<file path="config.mk">
export PLATFORM = sky130hd
export DESIGN_NAME = smvm_queue
export DESIGN_NICKNAME = d
export VERILOG_FILES = /design/src/hdl/smvm_pkg.sv /design/src/hdl/smvm_queue.sv
export SDC_FILE = /design/constraint.sdc
export NUM_CORES = 1
export LEC_CHECK = 0
export ABC_CLOCK_PERIOD_IN_PS = 5700
export BUFFER_PORTS_ARGS = -buffer_cell sky130_fd_sc_hd__buf_2
export CAP_MARGIN = 20
export CORE_AREA = 2 2 208 210
export CTS_CLUSTER_SIZE = 24
export DETAILED_ROUTE_END_ITERATION = 6
export DIE_AREA = 0 0 210 212
export GPL_TIMING_DRIVEN = 0
export SYNTH_ARGS = -nofsm -noshare
export SYNTH_HDL_FRONTEND = slang
export SYNTH_SLANG_ARGS = --single-unit
</file>
<file path="constraint.sdc">
create_clock -name clock -period 5.7 [get_ports clock]
set_clock_uncertainty 0.15 [all_clocks]
set_input_delay 1.14 -clock clock [delete_from_list [all_inputs] [get_ports clock]]
set_output_delay 1.14 -clock clock [all_outputs]
set_load 0.005 [all_outputs]
</file>
<file path="src/hdl/smvm_pkg.sv">
// shared types and constants of the sparse matrix-vector multiply unit
package smvm_pkg;

   // x vector store and row counting
   localparam int VECTOR_DEPTH = 1024;
   localparam int X_ADDR_W     = $clog2(VECTOR_DEPTH);
   localparam int MAX_ROWS     = 1024;
   localparam int ROW_W        = 10;
   localparam int ROW_LIMIT_W  = 11;

   // queue between front and back
   localparam int QUEUE_DEPTH = 4;
   localparam int QUEUE_PTR_W = $clog2(QUEUE_DEPTH);

   // widths
   localparam int DATA_W = 32;
   localparam int SUM_W  = 48;
   localparam int PROD_W = 64;

   // action codes of an input beat
   localparam logic [1:0] ACT_LOAD    = 2'd0;
   localparam logic [1:0] ACT_NONZERO = 2'd1;
   localparam logic [1:0] ACT_ROW_END = 2'd2;

   // register indexes of the csr port
   localparam int CSR_INDEX_W = 2;
   localparam logic [CSR_INDEX_W-1:0] CSR_ALPHA = 2'd0;
   localparam logic [CSR_INDEX_W-1:0] CSR_BETA  = 2'd1;
   localparam logic [CSR_INDEX_W-1:0] CSR_ROWS  = 2'd2;

   // register reset values
   localparam logic signed [DATA_W-1:0]   ALPHA_RESET = 32'sh0001_0000;
   localparam logic signed [DATA_W-1:0]   BETA_RESET  = 32'sh0000_0000;
   localparam logic [ROW_LIMIT_W-1:0]     ROWS_RESET  = 11'd1024;

   // input beat
   typedef struct packed {
      logic [1:0]               action;
      logic [9:0]               index;
      logic signed [DATA_W-1:0] value;
      logic                     row_end;
      logic signed [DATA_W-1:0] y_value;
   } req_type;

   // result beat
   typedef struct packed {
      logic [ROW_W-1:0]         row_index;
      logic signed [DATA_W-1:0] z_value;
      logic                     saturated;
   } rsp_type;

   // classified work item from front to back
   typedef struct packed {
      logic                     is_nonzero;
      logic                     row_end;
      logic signed [DATA_W-1:0] value;
      logic signed [DATA_W-1:0] x_value;
      logic signed [DATA_W-1:0] y_value;
   } work_type;

endpackage

</file>
<file path="src/hdl/smvm_queue.sv">
// short work queue between the front and the back engine
module smvm_queue import smvm_pkg::*; (
   input  logic     clock,
   input  logic     reset,
   input  logic     wr_en,
   input  work_type wr_item,
   output logic     full,
   input  logic     rd_en,
   output work_type rd_item,
   output logic     empty
);

   work_type                 entries_ff [QUEUE_DEPTH];
   logic [QUEUE_PTR_W-1:0]   wr_ptr_ff, wr_ptr_in;
   logic [QUEUE_PTR_W-1:0]   rd_ptr_ff, rd_ptr_in;
   logic [QUEUE_PTR_W:0]     count_ff, count_in;
   logic                     do_wr, do_rd;

   // status and pointer update
   always_comb begin
      full    = (count_ff == (QUEUE_PTR_W+1)'(QUEUE_DEPTH));
      empty   = (count_ff == '0);
      do_wr   = wr_en && !full;
      do_rd   = rd_en && !empty;
      rd_item = entries_ff[rd_ptr_ff];
      wr_ptr_in = do_wr ? wr_ptr_ff + 1'b1 : wr_ptr_ff;
      rd_ptr_in = do_rd ? rd_ptr_ff + 1'b1 : rd_ptr_ff;
      count_in  = count_ff;
      if (do_wr && !do_rd) begin
         count_in = count_ff + 1'b1;
      end else if (do_rd && !do_wr) begin
         count_in = count_ff - 1'b1;
      end
   end

   // control registers
   always_ff @(posedge clock) begin
      if (reset) begin
         wr_ptr_ff <= '0;
         rd_ptr_ff <= '0;
         count_ff  <= '0;
      end else begin
         wr_ptr_ff <= wr_ptr_in;
         rd_ptr_ff <= rd_ptr_in;
         count_ff  <= count_in;
      end
   end

   // entry storage
   always_ff @(posedge clock) begin
      if (do_wr) begin
         entries_ff[wr_ptr_ff] <= wr_item;
      end
   end

endmodule

</file>
### Yosys cells after proc, flatten, opt, wreduce, memory -nomap -nowiden

Memory sizes are Yosys's and may differ from the RTL's. A register that Yosys moved wholly into a read port is not among the register bits.
Cells that the tools add are included.

* eq/ne operators: 1
* multiplexer cells: 6
* add/sub/neg operators: 4
* reductions and logical operators: 10

Operator list (count)
* 3-bit 2-to-1 mux: 2
* 2-bit by 1-bit adder with 2-bit output (second input constant): 2
* 1-bit logical AND: 4
* 1-bit logical NOT: 4
* 2-bit 2-to-1 mux: 2
* 3-bit by 1-bit adder with 3-bit output (second input constant): 1
* 3-bit equality test (second input constant): 1
* 3-bit logical NOT: 1
* 3-bit by 1-bit subtractor with 3-bit output (second input constant): 1
* 1-bit 2-to-1 mux: 2
* 2-bit nonzero test: 1

* output and inout bits: 100
* memory bits (writable): 392
* memories: 1
* register bits: 7
* bits of input ports: 102
* word-level logic and storage cells: 25

Memories
* entries_ff: depth 4, bits a word 98, read ports 1, clocked after memory_dff 1, write ports 1, RTL line smvm_queue.sv:13 `work_type entries_ff [QUEUE_DEPTH];`

### Logic depth before layout (Yosys ltp)

* word-level depth: 7
* gate-level depth with buffers: 8
* gate-level depth less buffers: 8

### Least setup slack after synthesis

No wires, ideal clock.

* path kind: input -> register
* from: input wr_en
* to: memory entries_ff[0][0] (netlist name), enable pin
* data arrival time: 3.746 ns
* setup slack: 1.336 ns
* setup time: 0.468 ns
* path buffers: 0
* data required time: 5.082 ns
* stages: 3
* path through: inv_1 > nor2_1 > and2_1

* cells in the longest elaborated chain, start to end: 3

RTL lines
* from (decl): RTL line smvm_queue.sv:5 `input logic wr_en,`
* 1-bit logical AND: RTL line smvm_queue.sv:23 `do_wr = wr_en && !full;`
* via do_wr: RTL line smvm_queue.sv:17 `logic do_wr, do_rd;`
* 1-bit 2-to-1 mux: RTL line smvm_queue.sv:51 `if (do_wr) begin`
* 1-bit 2-to-1 mux (implied by the code): RTL line smvm_queue.sv:52 `entries_ff[wr_ptr_ff] <= wr_item;`
* to (decl): RTL line smvm_queue.sv:13

The timed path passes the listed nets, and every way through them passes these cells.

==> results.txt <==
The final max-slew violation count came to 0. The leading register cell type out of synthesis is edfxtp_1. The worst setup path is launched from a register. The critical path data arrival time is 2.40 ns. Yosys printed 0 warnings. Ranked by instance count, the synthesized netlist is headed by 392 x edfxtp_1, 98 x mux4_2, 11 x buf_2.

Yosys mapped a number of flops with a built-in enable equal to 392. The cell area power density is 445 nW/um^2. After synthesis the netlist holds a flip-flop and latch count of 401. Before antenna repair, the detailed router went through 4 iterations. Averaged over all synthesized cells, the footprint is 26.0 sq um. The largest net degree at the start of global routing came out at 51. The initial standard-cell utilization of the core is 34.3%.

The residual DRC count came out at 0. The floorplan has 76 rows. The synthesized net count came out at 668. For the worst setup path, the data required time is 4.41 ns. The number of buffers between clock root and the deepest sink is 3. The post-route total power came out at 7.93 mW. The post-route netlist has 45.8% of its cells at a drive strength greater than 1.

The global-route usage over all layers is 12.9%. The count of max-cap constraint violations came out at 0. The worst-skew pair later-pin latency is 0.55 ns.

202 I/O pins were placed. In the routed layout, each cell is associated on average with a via count of 4.73. The wire length reported by the detailed router is 28.2 mm.

The final antenna-violating net count came out at 0. The class of the most critical hold timing path is register to register. Measured along the y axis, the die boundary spans 212 um. Clock tree synthesis selected as its root buffer the cell clkbuf_16. The number of nets in the layout is 918. The detailed router's first-iteration violation count is 337.

The smallest clock period supported by the final layout is computed as 3.69 ns. The area of the mapped netlist came out at 14600 sq um. Setup repair after global routing left no endpoint under its margin.

The cell type with the highest aggregate area in the netlist is edfxtp_1. The gate count of the mapped netlist came out at 560. The achievable clock frequency is 271 MHz.

The post-route clock period utilization came out at 64.7%. The HPWL after detailed placement came out at 17.0 mm. The worst-path maximum fanout came out at 10. The launch point of the worst hold path is wr_ptr_ff[1]$_SDFFE_PP0P_.

The final hold violation count is 0. In this run, post-CTS repair resized a total of 0 instances. The leakage power figure is 5.94 nW.

The part of the Yosys area used for sequential elements came out at 81.9%. The share of the synthesized area in the top cell type came out at 80.7%. The wire length of the first global-routing pass is 42.6 mm.

The number of buffer cells added on primary ports is 200. After filler insertion, the fill cell instance count of the layout stands at 3699. The area enclosed by the die boundary is 44500 sq um.

The pre-CTS worst setup slack came out at 2.25 ns. The setup-violating endpoint count in the final report is 0. By area the synthesized netlist is led by edfxtp_1 81%, mux4_2 15%, dfxtp_1 1.2%. The number of H-tree levels came out at 2.

The run finished with clean final reports. The number of setup buffers added after CTS is 0. The startpoint identified for the worst register-to-register timing path is count_ff[0]$_SDFFE_PP0P_. The worst-case IR drop observed on VDD is 0.306 mV. The tree built by TritonCTS fans out to 401 sinks. Buffers inserted during clock tree synthesis total 42.

The post-synthesis async set-or-reset flop share came out at 0%. The number of global-route vias before repair is 7161. The initial antenna violation count came out at 4. Counting distinct cell types in the post-synthesis netlist gives 23. In this run the horizontal extent of the chip is 210 um.

edfxtp_1 is the most common cell in the netlist. The hold buffer count at CTS is 0. The worst max-slew margin expressed relative to the limit came out at 39.8%. The area added between synthesis and finish came out at 22.0%. TritonCTS built the clock tree. The least setup slack across all paths after layout is 2.01 ns. The placer congestion estimate came out at 0.667.

The area of the core came out at 42500 sq um. The worst-margin pin slew came out at 0.903 ns. The setup path with the least slack is of type register to output pin. The average detailed-routed wire length per instance came out at 20.3 um.

The detailed-route via count is 6561. The type of destination of the critical path is an output pin. The clock-pin slew of the registers on the worst-case setup and hold paths came out at 0.06 ns. The overall overflow remaining after global route came out at 0.
area by class of cell:
cell class,count,area (sq um),area share [%]
Antenna cell,1,2.50,0.0141
Buffer,23,151,0.851
Clock buffer,55,1180,6.65
Clock inverter,19,170,0.956
Inverter,4,15.0,0.0844
Multi-Input combinational cell,132,2480,13.9
Sequential cell,401,12000,67.1
Tap cell,546,683,3.84
Timing Repair Buffer,206,1170,6.55
stage by stage:
step                setup TNS, ns  instance area, sq um  hold WS [ns]  instances  utilization, %
floorplan                       0                 14600         0.332        560               -
global placement          -369.60                 16300         0.354       1306            38.3
detailed placement              0                 16400         0.367       1312            38.7
CTS                             0                 17800         0.383       1386            41.9
global route                    0                 17800         0.431       1387            41.9
finish                          0                 17800         0.377       1387            41.9
sequential cells by signal, indices dropped and copies added (netlist names), named ones only:
name / count
entries_ff: 392
count_ff: 3
rd_ptr_ff: 2
wr_ptr_ff: 2
placed cells by master, fill, tap and decap left out, drive strengths merged:
master,Yosys,layout
clkbuf,8,63
fa,1,1
ha,5,5
nor2,6,6
xor2,4,4
clkinv,0,14
mux2i,2,2
o31ai,1,1
buf,15,221
edfxtp,392,392
dfxtp,9,9
o311ai,1,1
nor3,1,1
nor3b,1,1
or3,2,2
bufinv,0,3
diode,0,1
a21oi,2,2
clkinvlp,0,2
mux4,98,98
o21ai,2,2
inv,4,4
nand2b,2,2
and2,4,4
report_power, final:
part	internal, mW	total (mW)	switching, mW
combinational	0.863	1.67	0.811
sequential	3.54	3.61	0.0652
clock	1.59	2.65	1.05
total	6.00	7.93	1.93
cell families after synthesis:
group                    share of synthesized area, %
flip-flops                                       81.9
adder cells (fa/ha/maj)                         0.566
AND/OR/NAND/NOR                                 0.583
multiplexers                                     15.3
AO/OA/AOI/OAI                                   0.249
XOR/XNOR                                        0.240
buffers and inverters                            1.14
per-layer routing:
metal,GRT usage (%),part of all wire (%)
met3,3.78,5.7
met2,20.9,49
met1,16.4,42
met4,5.14,2.4
met5,0,0.13
worst paths after layout:
path                                 endpoint  slack [ns]  cells past startpoint
setup / recovery                  rd_item[49]        2.01                      4
hold / removal      wr_ptr_ff[1]$_SDFFE_PP0P_        0.38                      2
setup reg to reg  entries_ff[1][93]$_DFFE_PP_        3.03                      4
hold reg to reg     wr_ptr_ff[1]$_SDFFE_PP0P_        0.38                      2
critical path: stages (launching register included):
cell	delay (ns)
dfxtp_1	0.30
buf_2	0.25
clkbuf_1	0.72
mux4_2	0.41
buf_2	0.16
Power figures use the tool's default switching activity.
