<file path="config.mk">
export PLATFORM = sky130hd
export DESIGN_NAME = smvm_back
export DESIGN_NICKNAME = d
export VERILOG_FILES = /design/src/hdl/smvm_pkg.sv /design/src/hdl/smvm_back.sv
export SDC_FILE = /design/constraint.sdc
export NUM_CORES = 2
export LEC_CHECK = 0
export ABC_AREA = 0
export BUFFER_PORTS_ARGS = -buffer_cell sky130_fd_sc_hd__buf_4
export CORE_ASPECT_RATIO = 1.4
export CORE_UTILIZATION = 65
export DETAILED_ROUTE_END_ITERATION = 16
export HOLD_SLACK_MARGIN = 0.1
export PLACE_DENSITY = 0.83
export SLEW_MARGIN = 30
export SYNTH_ARGS = -nofsm -noshare
export SYNTH_HDL_FRONTEND = slang
export SYNTH_SLANG_ARGS = --single-unit
</file>
<file path="constraint.sdc">
create_clock -name clock -period 36.1 [get_ports clock]
set_input_delay 7.22 -clock clock [delete_from_list [all_inputs] [get_ports clock]]
set_output_delay 7.22 -clock clock [all_outputs]
set_load 0.05 [all_outputs]
</file>
<file path="src/hdl/smvm_pkg.sv">
// shared types and constants of the sparse matrix-vector multiply unit
package smvm_pkg;

   // x vector store and row counting
   localparam int VECTOR_DEPTH = 1024;
   localparam int X_ADDR_W     = $clog2(VECTOR_DEPTH);
   localparam int MAX_ROWS     = 1024;
   localparam int ROW_W        = 10;
   localparam int ROW_LIMIT_W  = 11;

   // queue between front and back
   localparam int QUEUE_DEPTH = 4;
   localparam int QUEUE_PTR_W = $clog2(QUEUE_DEPTH);

   // widths
   localparam int DATA_W = 32;
   localparam int SUM_W  = 48;
   localparam int PROD_W = 64;

   // action codes of an input beat
   localparam logic [1:0] ACT_LOAD    = 2'd0;
   localparam logic [1:0] ACT_NONZERO = 2'd1;
   localparam logic [1:0] ACT_ROW_END = 2'd2;

   // register indexes of the csr port
   localparam int CSR_INDEX_W = 2;
   localparam logic [CSR_INDEX_W-1:0] CSR_ALPHA = 2'd0;
   localparam logic [CSR_INDEX_W-1:0] CSR_BETA  = 2'd1;
   localparam logic [CSR_INDEX_W-1:0] CSR_ROWS  = 2'd2;

   // register reset values
   localparam logic signed [DATA_W-1:0]   ALPHA_RESET = 32'sh0001_0000;
   localparam logic signed [DATA_W-1:0]   BETA_RESET  = 32'sh0000_0000;
   localparam logic [ROW_LIMIT_W-1:0]     ROWS_RESET  = 11'd1024;

   // input beat
   typedef struct packed {
      logic [1:0]               action;
      logic [9:0]               index;
      logic signed [DATA_W-1:0] value;
      logic                     row_end;
      logic signed [DATA_W-1:0] y_value;
   } req_type;

   // result beat
   typedef struct packed {
      logic [ROW_W-1:0]         row_index;
      logic signed [DATA_W-1:0] z_value;
      logic                     saturated;
   } rsp_type;

   // classified work item from front to back
   typedef struct packed {
      logic                     is_nonzero;
      logic                     row_end;
      logic signed [DATA_W-1:0] value;
      logic signed [DATA_W-1:0] x_value;
      logic signed [DATA_W-1:0] y_value;
   } work_type;

endpackage

</file>
<file path="src/hdl/smvm_back.sv">
// back engine: scaled products, row accumulation and the result register
module smvm_back import smvm_pkg::*; (
   input  logic                     clock,
   input  logic                     reset,
   input  logic                     q_empty,
   input  work_type                 q_item,
   output logic                     q_pop,
   input  logic signed [DATA_W-1:0] alpha,
   input  logic signed [DATA_W-1:0] beta,
   input  logic [ROW_LIMIT_W-1:0]   rows_in_use,
   input  logic                     pop,
   output logic                     empty,
   output rsp_type                  rsp_data
);

   typedef enum logic [8:0] {
      ST_IDLE   = 9'b000000001,
      ST_MUL_P  = 9'b000000010,
      ST_MUL_HI = 9'b000000100,
      ST_MUL_LO = 9'b000001000,
      ST_TERM   = 9'b000010000,
      ST_ACC    = 9'b000100000,
      ST_BETA   = 9'b001000000,
      ST_BADD   = 9'b010000000,
      ST_EMIT   = 9'b100000000
   } state_type;

   localparam logic signed [SUM_W-1:0] SUM_MAX = {1'b0, {(SUM_W-1){1'b1}}};
   localparam logic signed [SUM_W-1:0] SUM_MIN = {1'b1, {(SUM_W-1){1'b0}}};

   state_type                state_ff, state_in;
   work_type                 work_ff, work_in;
   logic signed [PROD_W-1:0] prod_ff, prod_in;
   logic signed [PROD_W-1:0] hi_ff, hi_in;
   logic [15:0]              lo_ff, lo_in;
   logic signed [SUM_W-1:0]  term_ff, term_in;
   logic signed [SUM_W-1:0]  sum_ff, sum_in;
   logic [ROW_W-1:0]         row_ff, row_in;
   logic                     rsp_valid_ff, rsp_valid_in;
   rsp_type                  rsp_ff, rsp_in;

   logic signed [DATA_W:0]   mul_a, mul_b;
   logic signed [2*DATA_W+1:0] mul_p;
   logic signed [PROD_W-1:0] term_wide;
   logic [ROW_LIMIT_W-1:0]   limit, row_next;
   logic                     z_sat;
   logic signed [DATA_W-1:0] z_clip;

   // saturating 48-bit add
   function automatic logic signed [SUM_W-1:0] sat_add48(
      input logic signed [SUM_W-1:0] a,
      input logic signed [SUM_W-1:0] b
   );
      logic signed [SUM_W:0] s;
      s = {a[SUM_W-1], a} + {b[SUM_W-1], b};
      if (s[SUM_W] != s[SUM_W-1]) begin
         return s[SUM_W] ? SUM_MIN : SUM_MAX;
      end
      return s[SUM_W-1:0];
   endfunction

   // shared multiplier operand selection
   always_comb begin
      case (state_ff)
         ST_MUL_P: begin
            mul_a = $signed({work_ff.value[DATA_W-1], work_ff.value});
            mul_b = $signed({work_ff.x_value[DATA_W-1], work_ff.x_value});
         end
         ST_MUL_HI: begin
            mul_a = $signed({prod_ff[PROD_W-1], prod_ff[PROD_W-1:DATA_W]});
            mul_b = $signed({alpha[DATA_W-1], alpha});
         end
         ST_MUL_LO: begin
            mul_a = $signed({17'd0, lo_ff});
            mul_b = $signed({alpha[DATA_W-1], alpha});
         end
         ST_BETA: begin
            mul_a = $signed({beta[DATA_W-1], beta});
            mul_b = $signed({work_ff.y_value[DATA_W-1], work_ff.y_value});
         end
         default: begin
            mul_a = '0;
            mul_b = '0;
         end
      endcase
      mul_p = mul_a * mul_b;
   end

   // product term with the low half folded in, clipped to 48 bits
   always_comb begin
      term_wide = hi_ff + {{16{prod_ff[PROD_W-1]}}, prod_ff[PROD_W-1:16]};
      if (term_wide[PROD_W-1:SUM_W-1] != '0 && term_wide[PROD_W-1:SUM_W-1] != '1) begin
         term_in = term_wide[PROD_W-1] ? SUM_MIN : SUM_MAX;
      end else begin
         term_in = term_wide[SUM_W-1:0];
      end
   end

   // row limit, next row and 32-bit clipping of the sum
   always_comb begin
      if (rows_in_use == '0) begin
         limit = ROW_LIMIT_W'(1);
      end else if (rows_in_use > ROW_LIMIT_W'(MAX_ROWS)) begin
         limit = ROW_LIMIT_W'(MAX_ROWS);
      end else begin
         limit = rows_in_use;
      end
      row_next = {1'b0, row_ff} + 1'b1;
      z_sat    = (sum_ff[SUM_W-1:DATA_W-1] != '0) && (sum_ff[SUM_W-1:DATA_W-1] != '1);
      if (z_sat) begin
         z_clip = sum_ff[SUM_W-1] ? {1'b1, {(DATA_W-1){1'b0}}} : {1'b0, {(DATA_W-1){1'b1}}};
      end else begin
         z_clip = sum_ff[DATA_W-1:0];
      end
   end

   // sequencer
   always_comb begin
      state_in     = state_ff;
      work_in      = work_ff;
      prod_in      = mul_p[PROD_W-1:0];
      hi_in        = hi_ff;
      lo_in        = lo_ff;
      sum_in       = sum_ff;
      row_in       = row_ff;
      rsp_in       = rsp_ff;
      rsp_valid_in = rsp_valid_ff && !pop;
      q_pop        = 1'b0;
      case (state_ff)
         ST_IDLE: begin
            if (!q_empty) begin
               q_pop    = 1'b1;
               work_in  = q_item;
               state_in = q_item.is_nonzero ? ST_MUL_P : ST_BETA;
            end
         end
         ST_MUL_P: begin
            state_in = ST_MUL_HI;
         end
         ST_MUL_HI: begin
            lo_in    = prod_ff[DATA_W-1:16];
            state_in = ST_MUL_LO;
         end
         ST_MUL_LO: begin
            hi_in    = prod_ff;
            state_in = ST_TERM;
         end
         ST_TERM: begin
            state_in = ST_ACC;
         end
         ST_ACC: begin
            sum_in   = sat_add48(sum_ff, term_ff);
            state_in = work_ff.row_end ? ST_BETA : ST_IDLE;
         end
         ST_BETA: begin
            state_in = (beta != '0) ? ST_BADD : ST_EMIT;
         end
         ST_BADD: begin
            sum_in   = sat_add48(sum_ff, prod_ff[PROD_W-1:16]);
            state_in = ST_EMIT;
         end
         ST_EMIT: begin
            if (!rsp_valid_ff || pop) begin
               rsp_in.row_index = row_ff;
               rsp_in.z_value   = z_clip;
               rsp_in.saturated = z_sat;
               rsp_valid_in     = 1'b1;
               sum_in           = '0;
               row_in           = (row_next >= limit) ? '0 : row_next[ROW_W-1:0];
               state_in         = ST_IDLE;
            end
         end
         default: begin
            state_in = ST_IDLE;
         end
      endcase
      empty    = !rsp_valid_ff;
      rsp_data = rsp_ff;
   end

   // control registers
   always_ff @(posedge clock) begin
      if (reset) begin
         state_ff     <= ST_IDLE;
         sum_ff       <= '0;
         row_ff       <= '0;
         rsp_valid_ff <= 1'b0;
      end else begin
         state_ff     <= state_in;
         sum_ff       <= sum_in;
         row_ff       <= row_in;
         rsp_valid_ff <= rsp_valid_in;
      end
   end

   // datapath registers
   always_ff @(posedge clock) begin
      work_ff <= work_in;
      prod_ff <= prod_in;
      hi_ff   <= hi_in;
      lo_ff   <= lo_in;
      term_ff <= term_in;
      rsp_ff  <= rsp_in;
   end

endmodule

</file>
# Word level (Yosys, flattened, before mapping)
# Index checks and enable logic that the tools add are counted.
# totals
reg_bits,400
in_bits,177
out_inout_bits,45
wordCells,85
# classes
n_addsub,4
n_mul,1
n_lt_le_gt_ge,2
eq_ne,15
muxes,31
bitwise_logic,1
reduce_logical,16
# ops
op,count
two-way mux 48 bit,9
one-hot mux 48 bit (3 select lines),1
one-hot mux 33 bit (4 select lines),1
one-hot mux 33 bit (3 select lines),1
adder 48 x 48 -> 49 bit,2
one-hot mux 9 bit (9 select lines),1
adder 64 bit,1
multiplier 33 x 33 -> 64 bit,1
two-way mux 32 bit,2
"!= test 17 bit, second input constant",2
nonzero test 17 bit,2
nonzero test 32 bit,1
two-way mux 9 bit,3
two-way mux 11 bit,2
two-way mux 7 bit,2
"adder 10 x 1 -> 11 bit, second input constant",1
>= comparator 11 bit,1
"> comparator 11 bit, second input constant",1
zero test 11 bit,1
two-way mux 10 bit,1
"== test 9 x 1 -> 1 bit, second input constant",1
"== test 9 x 2 -> 1 bit, second input constant",1
"== test 9 x 3 -> 1 bit, second input constant",1
"== test 9 x 4 -> 1 bit, second input constant",1
15 further kinds,30

# Logic depth before layout (Yosys ltp)
# logic_depth
depth_word,6
ltp_mapped,42
mapped_depth_nobuf,38

# Worst setup path after synthesis
# No wires, ideal clock.
# synth_timing
path_kind,input -> output
start,input port q_empty
end,output port q_pop
arrival_time_ns,11.857
t_required_ns,28.880
path_slack_ns,17.023
cell_stages,1
path_buffers,0
path_cell_list,nor2_1
# synth_via
elab_chain_cells,2
# synth_rtl
element,line,rtl
"start, declared",smvm_back.sv:5,"input logic q_empty,"
two-way mux 1 bit,smvm_back.sv:131,if (!q_empty) begin
two-way mux 1 bit,smvm_back.sv:129,case (state_ff)
"end, declared",smvm_back.sv:7,"output logic q_pop,"
# Every way passes these cells.

# Final worst setup path
# layout_timing
start,input port beta[14]
end,register prod_ff[62]
# layout_via
elab_chain_cells,2
# layout_rtl
element,line,rtl
"start, declared",smvm_back.sv:9,"input logic signed [DATA_W-1:0] beta,"
one-hot mux 33 bit (4 select lines),smvm_back.sv:64,case (state_ff)
multiplier 33 x 33 -> 64 bit,smvm_back.sv:86,mul_p = mul_a * mul_b;
named net mul_p[62],smvm_back.sv:43,logic signed [2*DATA_W+1:0] mul_p;
"end signal, assigned",smvm_back.sv:199,prod_ff <= prod_in;
"end, declared",smvm_back.sv:33,"logic signed [PROD_W-1:0] prod_ff, prod_in;"
# The timed path passes the listed nets, and every way through them passes these cells.
# A chain may end at the register's enable or synchronous reset.

==> results.tsv <==
stage	metric	value	unit
route	drt_iter0_drc	5332	
synth	postSynth.asyncResetShare	0	%
timing	period_share	46.8	%
clocking	cts_tree	built	
cells_and_area	multiInputGateArea	44300	sq um
cells_and_area	fin_nets	8302	
timing	finalMaxSlewViolations	0	
synth	synth_ff_type	edfxtp_1	
critical_path	critPathMaxFanout	17	
cells_and_area	fin_util	70.7	%
critical_path	startpoint_type	input pin	
clocking	path_clk_slew	60	ps
timing	setup_viol	0	
route	vias_per_cell	6.42	
cells_and_area	n_fill_cell	6762	
timing	finalHoldViolations	0	
global_routing	grt_pass1_wl	305000	um
global_routing	grtUsageTotal	44.3	%
clocking	cts_sinks	400	
global_routing	antenna_found_initial	15	
floorplan	fp-row-count	131	
power	ir_worst_vdd	38.4	uV
global_routing	first_global_vias	52800	
critical_path	critPathCaptureType	flop	
synth	synth_edf_count	220	
critical_path	arrival	17380	ps
synth	syn-mean-instance-area	9.14	sq um
route	routed-via-count	50500	
synth	yosys_register_bits	400	
route	post-route-drc-count	0	
synth	ys_seq_area_share	17.0	%
floorplan	io_pins	222	
synth	synth_cell_types	102	
power	leakagePower	31.3	nW
route	firstDrtPassIters	8	
route	ant_nets	0	
clocking	postCtsSetupRepairBufs	0	
floorplan	die_w	259	um
floorplan	dieArea	93600	sq um
critical_path	crit_top_cell	fa_1	
global_routing	grt_max_degree	64	
floorplan	core-area	91300	sq um
global_routing	grt_use_met1	48.8	%
clocking	ctsHoldBuffers	0	
power	power_density	21.4	nW/um^2
clocking	insertion_delay	620	ps
timing	slew_headroom	21.2	%
placement	gp_congestion	1.07	
critical_path	critPathRequiredTime	36600	ps
floorplan	die_h	362	um
flow_run	drv_cap	0	
placement	hpwl	157000	um
cells_and_area	final-seq-area	10200	sq um
clocking	cts_inserted_buffers	42	
timing	fmax	0.0592	GHz
synth	synthCells	6567	
route	drt_wl_total	205000	um
cells_and_area	syn2layout_area_growth	7.47	%
floorplan	initial_utilization	65.8	%
synth	syn_nets	8235	
cells_and_area	drive_above_1_share	7.99	%
timing	fin_worst_skew	54.7	ps
timing	worstMarginPinSlew	1180	ps
timing	min_period	16880	ps
global_routing	met3_usage	13.1	%
min_path	hold_path_class	flop to flop	
critical_path	cp_slowest_cell	nand2_1	
timing	tns	0	ps
route	routedWlPerCell	26.0	um
clocking	cts_buffer_depth	3	
global_routing	grt_use_met2	70.7	%
outcome	status	complete, no violations	
clocking	cts_resized	0	
timing	rsz0062_at_grt	false	
synth	yosysWarnings	0	
clocking	ctsRootBufferMaster	clkbuf_16	
synth	netlist_area	60000	sq um
clocking	cts_htree_levels	2	
global_routing	top_usage_layer	met2	
critical_path	critPathKind	input pin to flop	
global_routing	gr-total-overflow	0	
placement	port-buffer-count	221	
critical_path	cp_slowest_stage_delay	960	ps
## registers in the layout, indices dropped and copies added, names as in the netlist
register,flops
work_ff,97
hi_ff,64
prod_ff,64
sum_ff,48
term_ff,48
rsp_data,43
lo_ff,16
row_ff,10
state_ff,9
rsp_valid_ff,1
## worst max-delay path: cells and delay by family
family                   cells  cell delay (ps)
adder cells (fa/ha/maj)      9             4360
AO/OA/AOI/OAI                9             3440
AND/OR/NAND/NOR              6             1950
buffers and inverters        6              370
## through the flow
stage / cell area, sq um / instances / setup WS [ps] / power (mW) / hold WS (ps)
after floorplan: 60000 / 6567 / 17020 / 0.771 / 386
after global placement: 62900 / 7783 / 19050 / 0.878 / 386
after detailed placement: 62900 / 7786 / 18940 / 0.884 / 389
after CTS: 64500 / 7864 / 19590 / 1.37 / 396
after global routing: 64500 / 7868 / 19110 / 1.42 / 399
final: 64500 / 7873 / 19220 / 1.38 / 396
## layout by cell type (no fill, tap or decap), types with 13 or more instances in the layout
master,instances
a211oi_1,24
a21boi_0,13
a21o_1,166
a21oi_1,245
a221o_1,18
a221oi_2,17
a22oi_1,44
a31oi_1,68
and2_1,53
and3_1,23
buf_4,331
clkbuf_16,47
dfxtp_1,180
edfxtp_1,220
fa_1,1108
ha_1,383
inv_1,1196
nand2_1,809
nand2b_1,24
nand3_1,65
nand4_1,50
nor2_1,662
nor2b_1,17
nor3_1,47
nor4_1,22
o21a_1,28
o21ai_0,175
o21ai_1,65
o21ai_2,31
o21bai_1,40
or2_2,16
or3_1,14
xnor2_1,140
xor2_1,69
## cells in the mapped netlist (13+ instances only)
library cell / number / area share, %
fa_1: 1108 / 37
buf_1: 17 / 0.11
inv_1: 1196 / 7.5
nand2_1: 814 / 5.1
o21ai_0: 176 / 1.5
a21o_1: 166 / 2.1
or3_1: 14 / 0.15
edfxtp_1: 220 / 11
a21boi_0: 13 / 0.16
o31ai_1: 13 / 0.16
a31oi_1: 69 / 0.72
a22oi_1: 44 / 0.55
nor3_1: 47 / 0.39
and3_1: 24 / 0.25
and2_1: 58 / 0.60
a221o_1: 20 / 0.33
o21ai_2: 31 / 0.45
ha_1: 383 / 8.0
nand2b_1: 24 / 0.25
or2_2: 16 / 0.17
nand4_1: 50 / 0.52
o21ai_1: 64 / 0.53
a221oi_1: 22 / 0.32
nor2b_1: 17 / 0.18
xnor2_1: 140 / 2.0
a211oi_1: 24 / 0.30
nor4_1: 23 / 0.24
o21a_1: 29 / 0.36
nor2_1: 665 / 4.2
xor2_1: 69 / 1.0
a21oi_1: 245 / 2.0
nand3_1: 65 / 0.54
o21bai_1: 40 / 0.50
clkbuf_1: 264 / 1.7
dfxtp_1: 180 / 6.0
## final timing paths
path,from,end,slack (ps),cells after the start
worst max register to register,state_ff[0],prod_ff[63],23790,35
worst min-delay path,prod_ff[11],hi_ff[11],400,0
worst min register to register,prod_ff[11],hi_ff[11],400,0
worst max-delay path,beta[14],prod_ff[62],19220,30
## per-layer routing
| layer | part of all wire [%] | wire (um) |
|---|---|---|
| met1 | 31 | 63200 |
| met2 | 46 | 93200 |
| met3 | 13 | 26600 |
| met4 | 10 | 21400 |
| met5 | 0.16 | 322 |
## logic make-up after synthesis
logic type	synth area share (%)
AND/OR/NAND/NOR	13.4
buffers and inverters	9.67
adder cells (fa/ha/maj)	44.9
AO/OA/AOI/OAI	11.9
flip-flops	17.0
XOR/XNOR	3.05
multiplexers	0.0583
## area by class of cell
type | instances | area share [%]
Multi-Input combinational cell | 4658 | 68.6
Clock inverter | 26 | 0.481
Tap cell | 1197 | 2.32
Sequential cell | 400 | 15.8
Timing Repair Buffer | 335 | 3.89
Clock buffer | 52 | 1.91
Inverter | 1197 | 6.96
Antenna cell | 8 | 0.0310
## report_power, final
part / internal, mW / switching, mW / total (mW)
registers: 0.520 / 0.0265 / 0.546
logic: 0.122 / 0.226 / 0.347
clock network: 0.283 / 0.203 / 0.486
Note: power is estimated with default switching activity, not from simulation.
